<file path="src/design/assert_macros.svh">
// Assertion macros used by the encoder top level.
`ifndef ASSERT_MACROS_SVH
`define ASSERT_MACROS_SVH

// Same-cycle implication, disabled during reset.
`define ASSERT_NOW(label, ante, cons) \
  label: assert property (@(posedge clk) disable iff (!rst_n) (ante) |-> (cons)) \
    else $error("assertion failed");

// Next-cycle implication, disabled during reset.
`define ASSERT_NEXT(label, ante, cons) \
  label: assert property (@(posedge clk) disable iff (!rst_n) (ante) |=> (cons)) \
    else $error("assertion failed");

`endif

</file>
<file path="src/design/nbe_pkg.sv">
// Types and constants of the null byte escape encoder.
package nbe_pkg;

  localparam int unsigned SYMBOLS   = 256;
  localparam int unsigned ADDR_W    = $clog2(SYMBOLS);
  localparam int unsigned MAX_EMIT  = 3;

  localparam logic [7:0] COUNT_MAX      = 8'd255;
  localparam logic [7:0] DEFAULT_RARE   = 8'd1;
  localparam logic [7:0] DEFAULT_ESCAPE = 8'd2;
  localparam logic [7:0] CODE_RARE      = 8'd1;
  localparam logic [7:0] CODE_ESCAPE    = 8'd2;
  localparam logic [7:0] NULL_BYTE      = 8'd0;
  localparam logic [7:0] FIRST_SYMBOL   = 8'd1;
  localparam logic [7:0] LAST_SYMBOL    = 8'd255;

  localparam logic CMD_COUNT  = 1'b0;
  localparam logic CMD_ENCODE = 1'b1;

  typedef struct packed {
    logic       cmd;
    logic [7:0] data_byte;
    logic       final_byte;
  } nbe_in_t;

  typedef struct packed {
    logic [7:0] out_byte;
    logic       out_last;
  } nbe_out_t;

  typedef enum logic [1:0] {
    S_IDLE,
    S_CNT_WR,
    S_SCAN,
    S_EMIT
  } nbe_state_t;

endpackage

</file>
<file path="src/design/null_byte_escape_encoder.sv">
// Top level of the two-pass null byte escape encoder.
//
// Usage: a message is sent twice on the request channel (in_valid, in_stall,
// in_data). In the count pass (cmd = count) each byte goes into a histogram
// held in a 256 x 8 RAM; counts saturate at 255. The final count byte starts
// a walk over entries 1 to 255, twice, that picks the rare marker and then
// the escape marker; both leave on the result channel as a two-byte header.
// In the encode pass (cmd = encode) every byte becomes one or two result
// bytes, and the final one is followed by a zero terminator. out_last marks
// the last result that one request causes.
// A non-final count byte is a RAM read, then the write-back. A final count
// byte also runs the marker walk: two passes of one RAM read per entry.
// An encode byte yields 1 to 3 results. One request is worked on at a time.
// Reset clears the histogram valid bits at once, so no clearing pass is
// needed; the markers return to 1 and 2. The same valid bits are cleared
// again when the final encode byte is accepted.
// When the receiver stalls, the result register holds its value and the
// block waits before loading the next result; a request is taken again
// while the last result of the previous one still waits in that register.

`include "assert_macros.svh"

module null_byte_escape_encoder (
  input  logic             clk,
  input  logic             rst_n,
  input  logic             in_valid,
  output logic             in_stall,
  input  nbe_pkg::nbe_in_t in_data,
  output logic             out_valid,
  input  logic             out_stall,
  output nbe_pkg::nbe_out_t out_data
);

  // Control state.
  nbe_pkg::nbe_state_t state_r, state_nxt;

  // One valid bit per histogram entry; an entry that is not valid counts zero.
  logic [nbe_pkg::SYMBOLS-1:0] valid_r, valid_nxt;

  // Markers chosen by the last count pass.
  logic [7:0] rare_r, rare_nxt;
  logic [7:0] esc_r, esc_nxt;

  // The request being worked on.
  nbe_pkg::nbe_in_t item_r, item_nxt;

  // Marker walk: read issue counter, compare stage and running minimum.
  logic [7:0] scan_i_r, scan_i_nxt;
  logic       issue_done_r, issue_done_nxt;
  logic       cmp_vld_r, cmp_vld_nxt;
  logic       pass_r, pass_nxt;
  logic [7:0] best_r, best_nxt;

  // Address and valid bit of the entry the RAM is returning this cycle.
  logic [nbe_pkg::ADDR_W-1:0] rd_addr_r;
  logic                       hv_r;

  // Results waiting to be sent for the current request.
  nbe_pkg::nbe_out_t emit_q_r [nbe_pkg::MAX_EMIT];
  nbe_pkg::nbe_out_t emit_q_nxt [nbe_pkg::MAX_EMIT];
  logic [1:0] emit_cnt_r, emit_cnt_nxt;
  logic [1:0] emit_idx_r, emit_idx_nxt;

  // Result register.
  logic              out_valid_r, out_valid_nxt;
  nbe_pkg::nbe_out_t out_data_r, out_data_nxt;

  // RAM port signals.
  logic                       ram_we;
  logic [nbe_pkg::ADDR_W-1:0] ram_waddr;
  logic [7:0]                 ram_wdata;
  logic [nbe_pkg::ADDR_W-1:0] ram_raddr;
  logic [7:0]                 ram_rdata;

  logic [7:0] hist_val;
  logic       in_acc;
  logic       out_free;

  nbe_ram #(
    .WIDTH (8),
    .DEPTH (nbe_pkg::SYMBOLS)
  ) u_hist_ram (
    .clk   (clk),
    .we    (ram_we),
    .waddr (ram_waddr),
    .wdata (ram_wdata),
    .raddr (ram_raddr),
    .rdata (ram_rdata)
  );

  assign in_stall  = (state_r != nbe_pkg::S_IDLE);
  assign in_acc    = in_valid && !in_stall;
  assign out_valid = out_valid_r;
  assign out_data  = out_data_r;
  assign out_free  = !out_valid_r || !out_stall;

  // Count of the entry read in the previous cycle; an entry that is not valid reads as zero.
  assign hist_val = hv_r ? ram_rdata : 8'd0;

  // The read address follows the walk in the scan state, the incoming byte otherwise.
  assign ram_raddr = (state_r == nbe_pkg::S_SCAN) ? scan_i_r : in_data.data_byte;

  always_comb begin
    state_nxt      = state_r;
    valid_nxt      = valid_r;
    rare_nxt       = rare_r;
    esc_nxt        = esc_r;
    item_nxt       = item_r;
    scan_i_nxt     = scan_i_r;
    issue_done_nxt = issue_done_r;
    cmp_vld_nxt    = 1'b0;
    pass_nxt       = pass_r;
    best_nxt       = best_r;
    emit_q_nxt     = emit_q_r;
    emit_cnt_nxt   = emit_cnt_r;
    emit_idx_nxt   = emit_idx_r;
    out_valid_nxt  = out_valid_r;
    out_data_nxt   = out_data_r;
    ram_we         = 1'b0;
    ram_waddr      = item_r.data_byte;
    ram_wdata      = (hist_val == nbe_pkg::COUNT_MAX) ? nbe_pkg::COUNT_MAX
                                                      : hist_val + 8'd1;

    if (out_free) begin
      out_valid_nxt = 1'b0;
    end

    unique case (state_r)
      nbe_pkg::S_IDLE: begin
        if (in_acc) begin
          item_nxt = in_data;
          if (in_data.cmd == nbe_pkg::CMD_COUNT) begin
            state_nxt = nbe_pkg::S_CNT_WR;
          end else begin
            // Build the result list of this encode byte.
            emit_idx_nxt = 2'd0;
            if (in_data.data_byte == rare_r) begin
              emit_q_nxt[0] = '{out_byte: esc_r, out_last: 1'b0};
              emit_q_nxt[1] = '{out_byte: nbe_pkg::CODE_RARE,
                                out_last: !in_data.final_byte};
              emit_cnt_nxt  = 2'd2;
            end else if (in_data.data_byte == esc_r) begin
              emit_q_nxt[0] = '{out_byte: esc_r, out_last: 1'b0};
              emit_q_nxt[1] = '{out_byte: nbe_pkg::CODE_ESCAPE,
                                out_last: !in_data.final_byte};
              emit_cnt_nxt  = 2'd2;
            end else if (in_data.data_byte == nbe_pkg::NULL_BYTE) begin
              emit_q_nxt[0] = '{out_byte: rare_r, out_last: !in_data.final_byte};
              emit_cnt_nxt  = 2'd1;
            end else begin
              emit_q_nxt[0] = '{out_byte: in_data.data_byte,
                                out_last: !in_data.final_byte};
              emit_cnt_nxt  = 2'd1;
            end
            if (in_data.final_byte) begin
              // The terminator follows, and the histogram starts over.
              emit_q_nxt[emit_cnt_nxt] = '{out_byte: nbe_pkg::NULL_BYTE,
                                           out_last: 1'b1};
              emit_cnt_nxt = emit_cnt_nxt + 2'd1;
              valid_nxt    = '0;
            end
            state_nxt = nbe_pkg::S_EMIT;
          end
        end
      end

      nbe_pkg::S_CNT_WR: begin
        // Saturating increment of the entry read in the accept cycle.
        ram_we = 1'b1;
        valid_nxt[item_r.data_byte] = 1'b1;
        if (item_r.final_byte) begin
          scan_i_nxt     = nbe_pkg::FIRST_SYMBOL;
          issue_done_nxt = 1'b0;
          pass_nxt       = 1'b0;
          rare_nxt       = nbe_pkg::DEFAULT_RARE;
          best_nxt       = nbe_pkg::COUNT_MAX;
          state_nxt      = nbe_pkg::S_SCAN;
        end else begin
          state_nxt = nbe_pkg::S_IDLE;
        end
      end

      nbe_pkg::S_SCAN: begin
        // Issue one read per cycle; compare the entry returned from the last.
        if (!issue_done_r) begin
          cmp_vld_nxt = 1'b1;
          if (scan_i_r == nbe_pkg::LAST_SYMBOL) begin
            issue_done_nxt = 1'b1;
          end else begin
            scan_i_nxt = scan_i_r + 8'd1;
          end
        end
        if (cmp_vld_r) begin
          if (!pass_r) begin
            if (hist_val < best_r) begin
              rare_nxt = rd_addr_r;
              best_nxt = hist_val;
            end
          end else if (rd_addr_r != rare_r && hist_val < best_r) begin
            esc_nxt  = rd_addr_r;
            best_nxt = hist_val;
          end
        end
        if (issue_done_r && !cmp_vld_r) begin
          if (!pass_r) begin
            // Second walk: least common value other than the rare marker.
            scan_i_nxt     = nbe_pkg::FIRST_SYMBOL;
            issue_done_nxt = 1'b0;
            pass_nxt       = 1'b1;
            best_nxt       = nbe_pkg::COUNT_MAX;
            esc_nxt        = (rare_r == nbe_pkg::DEFAULT_RARE) ? nbe_pkg::DEFAULT_ESCAPE
                                                               : nbe_pkg::DEFAULT_RARE;
          end else begin
            emit_q_nxt[0] = '{out_byte: rare_r, out_last: 1'b0};
            emit_q_nxt[1] = '{out_byte: esc_r, out_last: 1'b1};
            emit_cnt_nxt  = 2'd2;
            emit_idx_nxt  = 2'd0;
            state_nxt     = nbe_pkg::S_EMIT;
          end
        end
      end

      nbe_pkg::S_EMIT: begin
        // Move one result per cycle into the result register when it frees up.
        if (out_free) begin
          out_valid_nxt = 1'b1;
          out_data_nxt  = emit_q_r[emit_idx_r];
          emit_idx_nxt  = emit_idx_r + 2'd1;
          if (emit_idx_nxt == emit_cnt_r) begin
            state_nxt = nbe_pkg::S_IDLE;
          end
        end
      end

      default: begin
        state_nxt = nbe_pkg::S_IDLE;
      end
    endcase
  end

  always_ff @(posedge clk) begin
    if (!rst_n) begin
      state_r      <= nbe_pkg::S_IDLE;
      valid_r      <= '0;
      rare_r       <= nbe_pkg::DEFAULT_RARE;
      esc_r        <= nbe_pkg::DEFAULT_ESCAPE;
      issue_done_r <= 1'b0;
      cmp_vld_r    <= 1'b0;
      pass_r       <= 1'b0;
      emit_cnt_r   <= 2'd0;
      emit_idx_r   <= 2'd0;
      out_valid_r  <= 1'b0;
    end else begin
      state_r      <= state_nxt;
      valid_r      <= valid_nxt;
      rare_r       <= rare_nxt;
      esc_r        <= esc_nxt;
      issue_done_r <= issue_done_nxt;
      cmp_vld_r    <= cmp_vld_nxt;
      pass_r       <= pass_nxt;
      emit_cnt_r   <= emit_cnt_nxt;
      emit_idx_r   <= emit_idx_nxt;
      out_valid_r  <= out_valid_nxt;
    end
  end

  always_ff @(posedge clk) begin
    item_r     <= item_nxt;
    scan_i_r   <= scan_i_nxt;
    best_r     <= best_nxt;
    emit_q_r   <= emit_q_nxt;
    out_data_r <= out_data_nxt;
    rd_addr_r  <= ram_raddr;
    hv_r       <= valid_r[ram_raddr];
  end

  // A non-final count byte is written back and the block is free again.
  `ASSERT_NEXT(a_count_two_cycles,
    in_acc && in_data.cmd == nbe_pkg::CMD_COUNT && !in_data.final_byte,
    state_r == nbe_pkg::S_CNT_WR ##1 state_r == nbe_pkg::S_IDLE)

  // The final encode byte leaves an empty histogram behind.
  `ASSERT_NEXT(a_hist_cleared,
    in_acc && in_data.cmd == nbe_pkg::CMD_ENCODE && in_data.final_byte,
    valid_r == '0)

  // Outside the marker walk the two markers always differ.
  `ASSERT_NOW(a_markers_differ,
    state_r != nbe_pkg::S_SCAN,
    rare_r != esc_r)

endmodule

</file>
<file path="src/design/nbe_ram.sv">
// Generic simple dual-port RAM with a registered read.
module nbe_ram #(
  parameter int unsigned WIDTH = 8,
  parameter int unsigned DEPTH = 256
) (
  input  logic                     clk,
  input  logic                     we,
  input  logic [$clog2(DEPTH)-1:0] waddr,
  input  logic [WIDTH-1:0]         wdata,
  input  logic [$clog2(DEPTH)-1:0] raddr,
  output logic [WIDTH-1:0]         rdata
);

  logic [WIDTH-1:0] mem_r [DEPTH];
  logic [WIDTH-1:0] rdata_r;

  always_ff @(posedge clk) begin
    if (we) begin
      mem_r[waddr] <= wdata;
    end
    rdata_r <= mem_r[raddr];
  end

  assign rdata = rdata_r;

endmodule
</file>
<file path="config.mk">
export PLATFORM = sky130hd
export DESIGN_NAME = null_byte_escape_encoder
export DESIGN_NICKNAME = d
export VERILOG_FILES = /design/src/design/nbe_pkg.sv /design/src/design/null_byte_escape_encoder.sv /design/src/design/nbe_ram.sv
export VERILOG_INCLUDE_DIRS = /design/src /design/src/design
export SDC_FILE = /design/constraint.sdc
export NUM_CORES = 2
export LEC_CHECK = 0
export BUFFER_PORTS_ARGS = -buffer_cell sky130_fd_sc_hd__buf_2
export CORE_MARGIN = 3
export CORE_UTILIZATION = 50
export CTS_CLUSTER_SIZE = 30
export DETAILED_ROUTE_END_ITERATION = 7
export PLACE_DENSITY = 0.73
export SLEW_MARGIN = 15
export SYNTH_ARGS = -nofsm -noshare
export SYNTH_HDL_FRONTEND = slang
export SYNTH_SLANG_ARGS = --single-unit
</file>
<file path="constraint.sdc">
create_clock -name clk -period 25.9 [get_ports clk]
set_input_delay 1.295 -clock clk [delete_from_list [all_inputs] [get_ports clk]]
set_output_delay 1.295 -clock clk [all_outputs]
set_load 0.005 [all_outputs]
</file>
# Word-level counts from Yosys, hierarchy flattened
# Memories as Yosys holds them, arrays and structs flattened. A register that Yosys moved wholly into a read port is not among the register bits.
# Index checks and enable logic that the tools add are counted.
[totals]
word_cells = 185
memories = 1
out_inout_bits = 11
regBits = 352
in_bits = 14
mem_bits_rw = 2048
[memory_table]
columns = ["memory", "depth", "word_bits", "rd", "rd_clocked_by_memory_dff", "write_ports", "line_no", "text"]
rows = [
  ["u_hist_ram.mem_r", 256, 8, 1, 1, 1, "nbe_ram.sv:14", "logic [WIDTH-1:0] mem_r [DEPTH];"],
]
[classes]
mux = 93
n_addsub = 4
n_bitwise = 6
n_eq_ne = 21
magnitude_cmp = 7
reduce_logical = 29
[ops]
columns = ["cell", "n"]
rows = [
  ["$mux W256", 3],
  ["$pmux W256 S2", 1],
  ["$or A256 B256 Y256", 1],
  ["$mux W8", 23],
  ["$mux W18", 6],
  ["$mux W27", 3],
  ["$mux W9", 6],
  ["$pmux W8 S2", 3],
  ["$mux W2", 23],
  ["$pmux W18 S2", 1],
  ["$and A24 B24 Y24", 1],
  ["$not A24 Y24", 1],
  ["$bmux W9 S2", 1],
  ["$demux W9 S2", 1],
  ["$lt A8 B9 Y1 const B", 2],
  ["$ne A2 B2 Y1 const B", 9],
  ["$add A8 B1 Y8 const B", 2],
  ["$eq A8 B8 Y1", 2],
  ["$eq A8 B8 Y1 const B", 2],
  ["$mux W1", 15],
  ["$reduce_and A5 Y1", 3],
  ["$bmux W1 S8", 1],
  ["$demux W1 S8", 1],
  ["$eq A8 B1 Y1 const B", 1],
  ["27 further kinds", 48],
]

# Longest topological paths before layout
[depth]
word_depth = 17
mapped_depth = 15
depth_no_buf = 10

# Modules after synthesis
# From an unflattened synthesis, not the netlist that was laid out.
[hier_totals]
cells_unflattened = 5520
hier_area_um2 = 95018.6
[modules_own_cells]
columns = ["module", "area_each_um2", "n_inst", "seq_area_each_um2", "cells_each"]
rows = [
  ["nbe_ram", 79556.3, 1, 61659.1, 3733],
  ["null_byte_escape_encoder", 15462.3, 1, 7657.3, 1787],
]

# Least setup slack after synthesis
# Ideal clock, no wire load.
[synth_timing]
path_kind = "register to register"
from = "register hv_r"
to = "memory u_hist_ram.mem_r[0][5] (data pin)"
path_stages_with_launch = 4
n_path_buf = 1
t_required_ns = 22.533
setup_ns = 3.367
period_less_slack_ns = 20.241
slack_ns = 5.659
arrival_ns = 16.874
path_cell_list = "dfxtp_1 > clkbuf_1 > nand2_1 > o311ai_0"
[synth_via]
elab_chain_cells = 3
elab_cells_between_ends = 4
cone_classes = "1 x add/sub; 1 x eq/ne; 2 x mux"
[synth_lines]
columns = ["item", "line_no", "text"]
rows = [
  ["start: declaration", "null_byte_escape_encoder.sv:56", "logic hv_r;"],
  ["start signal: assignment", "null_byte_escape_encoder.sv:274", "hv_r <= valid_r[ram_raddr];"],
  ["$mux W8 *", "null_byte_escape_encoder.sv:98", "assign hist_val = hv_r ? ram_rdata : 8'd0;"],
  ["$add A8 B1 Y8 / $eq A8 B8 Y1 (equally long branches)", "null_byte_escape_encoder.sv:122, null_byte_escape_encoder.sv:121", ""],
  ["$mux W8 *", "null_byte_escape_encoder.sv:121", "ram_wdata = (hist_val == nbe_pkg::COUNT_MAX) ? nbe_pkg::COUNT_MAX"],
  ["via ram_wdata[5]", "null_byte_escape_encoder.sv:71", "logic [7:0] ram_wdata;"],
  ["end: declaration", "nbe_ram.sv:14", ""],
]
# Mark *: on every way through the listed nets, which the timed path passes. The rest lies on a longest branch.

# Final worst setup path
[layout_timing]
from = "register state_r[0]"
to = "register u_hist_ram.rdata_r[6], in the netlist u_hist_ram.rdata[6], read port of u_hist_ram.mem_r"
[layout_via]
elab_chain_cells = 2
[layout_lines]
columns = ["item", "line_no", "text"]
rows = [
  ["start: declaration", "null_byte_escape_encoder.sv:35", "nbe_pkg::nbe_state_t state_r, state_nxt;"],
  ["start signal: assignment", "null_byte_escape_encoder.sv:243", "state_r <= nbe_pkg::S_IDLE;"],
  ["start signal: assignment", "null_byte_escape_encoder.sv:254", "state_r <= state_nxt;"],
  ["$eq A2 B2 Y1", "null_byte_escape_encoder.sv:101", "assign ram_raddr = (state_r == nbe_pkg::S_SCAN) ? scan_i_r : in_data.data_byte;"],
  ["$mux W8", "null_byte_escape_encoder.sv:101", ""],
  ["end: declaration", "nbe_ram.sv:15", "logic [WIDTH-1:0] rdata_r;"],
]
# No other way between the ends.
# A chain may end at the register's enable or synchronous reset.

==> results by group <==
Status
  – Status: finished, final reports clean

Clock network
  – Clock transition at path regs: approximately 0.06 ns
  – Clock root buffer master: clkbuf_16
  – Clock buffer depth: 3
  – Total clock sinks: 2408
  – Clock latency on the worst-skew pair: 0.89 ns
  – Hold-fix buffers, CTS: 0
  – Inserted Clock Buffers: approximately 230
  – Post-CTS Setup Bufs: 0
  – H-tree depth: 4
  – CTS tree: built
  – CTS resizes: 0

Run
  – Max cap viols: 0

Timing
  – Final period demand of the worst path: 6.40 ns
  – Fin Hold WS: 0.465 ns
  – Post-route setup slack: 19.50 ns
  – Worst-Margin Slew: 1.27 ns
  – F_max: 156 MHz
  – Max-slew violations: 0
  – Clock Skews: 0.0734 ns
  – Final setup fails: 0
  – Relative slew slack: 0.150
  – Total negative slack: 0 ns
  – Final hold vios: 0
  – Period utilization: 0.247
  – RSZ-0062 raised after global routing: no

Finish
  – # fillers: about 14000
  – Reg area: between 0.06 and 0.07 mm²
  – Synth-to-Final Area Change: 10.3%
  – Fin cells: 9637
  – Share of cells above drive strength 1: 0.0821
  – Nets: between 6000 and 7000
  – Area of the multi-input gates: 0.0238 mm²

Placed design
  – Pre-CTS setup slack: 19.17 ns
  – GPL Wtd Cong: 0.875
  – DP HPWL: 147000 µm
  – Placed instance count: 9220
  – I/O Buffers: 24

Drt
  – Drt drc: 0
  – Antenna-violating nets left: 0
  – Drt pass-1 iters: 6
  – Final wirelength: 253000 µm
  – Initial DRC Count: 7906
  – Routed len/inst: 26.3 µm
  – Via count: around 60000
  – Vias/cell: roughly 6.3

Yosys
  – Syn_nets: about 7100
  – Number of synthesized flops with an enable pin: 2109
  – Post-synth top area cell: edfxtp_1
  – Yosys reg bits: 2408
  – Mean Syn Cell Area: 13.5 µm²
  – Top_reg_cell synth: edfxtp_1
  – Top cells by area, synth: edfxtp_1 67%, dfxtp_1 6.3%, mux2i_1 5.0%
  – Synth warn: 0
  – Mapped Area: 0.0951 mm²
  – Post-synthesis async set-or-reset flop share: 0
  – Cells after Synth: 7049
  – Post-synth top area share: 0.666
  – Post-synthesis sequential area ratio: 0.729
  – Count of different cell masters after synthesis: 73

Setup path
  – CP cell instances: nand2b_1, a21oi_4, buf_4, inv_8, buf_4, buf_4, buf_4, mux2i_1, o22ai_1, o21ai_0, nand4_1, nor4_1, nor4_1
  – Crit start category: flip-flop
  – FF-to-FF path depth: 13
  – Crit-path slowest cell: buf_4
  – Crit Reg-Reg Endpoint: u_hist_ram.rdata[6]
  – R2R setup slack: 19.50 ns
  – Critical path's most frequent cell: buf_4
  – CP peak stage delay: 0.87 ns
  – Critical R2R Launch: state_r[0]
  – Worst EP arrival: 7.14 ns
  – CP required: between 20 and 30 ns
  – Critical path fanouts, max: 97
  – Setup Crit Path Kind: reg -> reg
  – Crit. End Element: flip-flop

Hold path
  – Worst hold start: valid_r[135]
  – Hold Path Sink: valid_r[135]
  – Hold WC Path Type: reg -> reg
  – Hold path depth: 2

Die
  – Starting Density: 0.505
  – Width of the die: 442 µm
  – Io pins: 25
  – Core area: 0.188 mm²
  – DIE AREA: 0.196 mm²
  – # rows: 159
  – Die Ht: 442 µm

Power
  – Total power: 0.00943 W
  – Leak pwr: 34.9 nW
  – Pwr dens: 89.9 mW/mm²
  – VDD IR max: 118 µV

Global routing
  – Total Routing Usage GR: 0.252
  – Number of global-route vias before repair: 57100
  – First-pass GRT wire length: between 300000 and 400000 µm
  – Initial antenna violation count: 11
  – GRT Residual Overflow: 0
  – Largest net degree at the start of global routing: 228
## stage by stage
stage | util | area, µm²
finish | 0.557 | 105000
global route | 0.557 | 105000
CTS | 0.557 | 105000
detailed placement | 0.517 | 97500
global placement | 0.517 | 97400
floorplan | - | 95100
## synth_stat cells, drive strengths merged, types with 4 or more instances
master / count
a211oi: 19
a21oi: 306
a22o: 6
a22oi: 27
a311oi: 8
a31oi: 30
a32o: 8
a32oi: 187
and2: 17
and3: 11
buf: 246
clkbuf: 218
dfxtp: 299
edfxtp: 2109
ha: 8
inv: 23
mux2i: 484
mux4: 36
nand2: 1183
nand2b: 23
nand3: 345
nand3b: 5
nand4: 238
nor2: 749
nor2b: 12
nor3: 24
nor3b: 4
nor4: 19
nor4bb: 9
o211ai: 4
o21ai: 187
o22ai: 137
o31a: 8
or3: 4
xor2: 28
## critical path, delay by kind of cell (launching register included)
family	cells	cell delay, ns
buffers and inverters	5	3.39
AND/OR/NAND/NOR	4	1.00
flip-flops	1	0.73
AO/OA/AOI/OAI	3	0.55
multiplexers	1	0.27
## final cells by class
cell class / instances / area share
multi-input cells: 4153 / 0.227
clock inverters: 113 / 0.0113
diodes: 4 / 0.0000954
inverters: 24 / 0.00100
flip-flops and latches: 2408 / 0.661
clock buffers: 300 / 0.0591
repair buffers: 140 / 0.0107
well taps: 2495 / 0.0298
## worst max path at each step
stage / startpoint / end / slack, ns / cells after the start
2_1_floorplan: hv_r / u_hist_ram.mem_r[0][5] / 5.66 / 3
3_3_place_gp: in_data[2] / u_hist_ram.rdata[6] / 19.23 / 13
3_5_place_dp: in_data[2] / u_hist_ram.rdata[6] / 19.17 / 13
4_1_cts: state_r[0] / u_hist_ram.rdata[6] / 19.66 / 13
5_1_grt: state_r[0] / u_hist_ram.rdata[6] / 19.28 / 13
6_report: state_r[0] / u_hist_ram.rdata[6] / 19.50 / 13
## cell usage in the layout (no fill, tap or decap), types with 52 or more instances in the layout
cell / count
o22ai_1: 137
a21oi_1: 304
o21ai_0: 177
buf_4: 104
nand4_1: 238
dfxtp_1: 299
nand3_1: 339
nand2_1: 1172
edfxtp_1: 2109
a32oi_1: 187
clkbuf_1: 52
clkbuf_16: 230
mux2i_1: 479
nor2_1: 733
## flip-flops by register name, summed over array words and instances, names as in the netlist, 8 cells and up, named ones only
signal,count
scan_i_r,8
u_hist_ram.rdata,8
rare_r,8
valid_r,256
out_data,9
ram_waddr,8
u_hist_ram.mem_r,2048
best_r,8
esc_r,8
emit_q_r,27
rd_addr_r,8
## where the power goes
part	internal (W)	total (W)	leakage (nW)	switching (W)
registers	0.00457	0.00462	21.9	0.0000490
clock network	0.00185	0.00329	3.60	0.00144
logic	0.000345	0.00153	9.46	0.00118
## cell families (layout without fill, tap and decap cells)
family	count (synthesis)	in the layout	synth area share
AND/OR/NAND/NOR	2652	2652	0.121
flip-flops	2408	2408	0.729
AO/OA/AOI/OAI	940	940	0.0623
multiplexers	521	521	0.0601
buffers and inverters	488	577	0.0239
XOR/XNOR	31	31	0.00285
adder cells (fa/ha/maj)	9	9	0.00116
other	0	4	0
## per-layer routing
metal / track usage / share of wire
met1: 0.340 / 0.38
met2: 0.393 / 0.46
met4: 0.111 / 0.044
met3: 0.0599 / 0.12
met5: 0 / 0.00021
(Power assumes the default switching activity.)
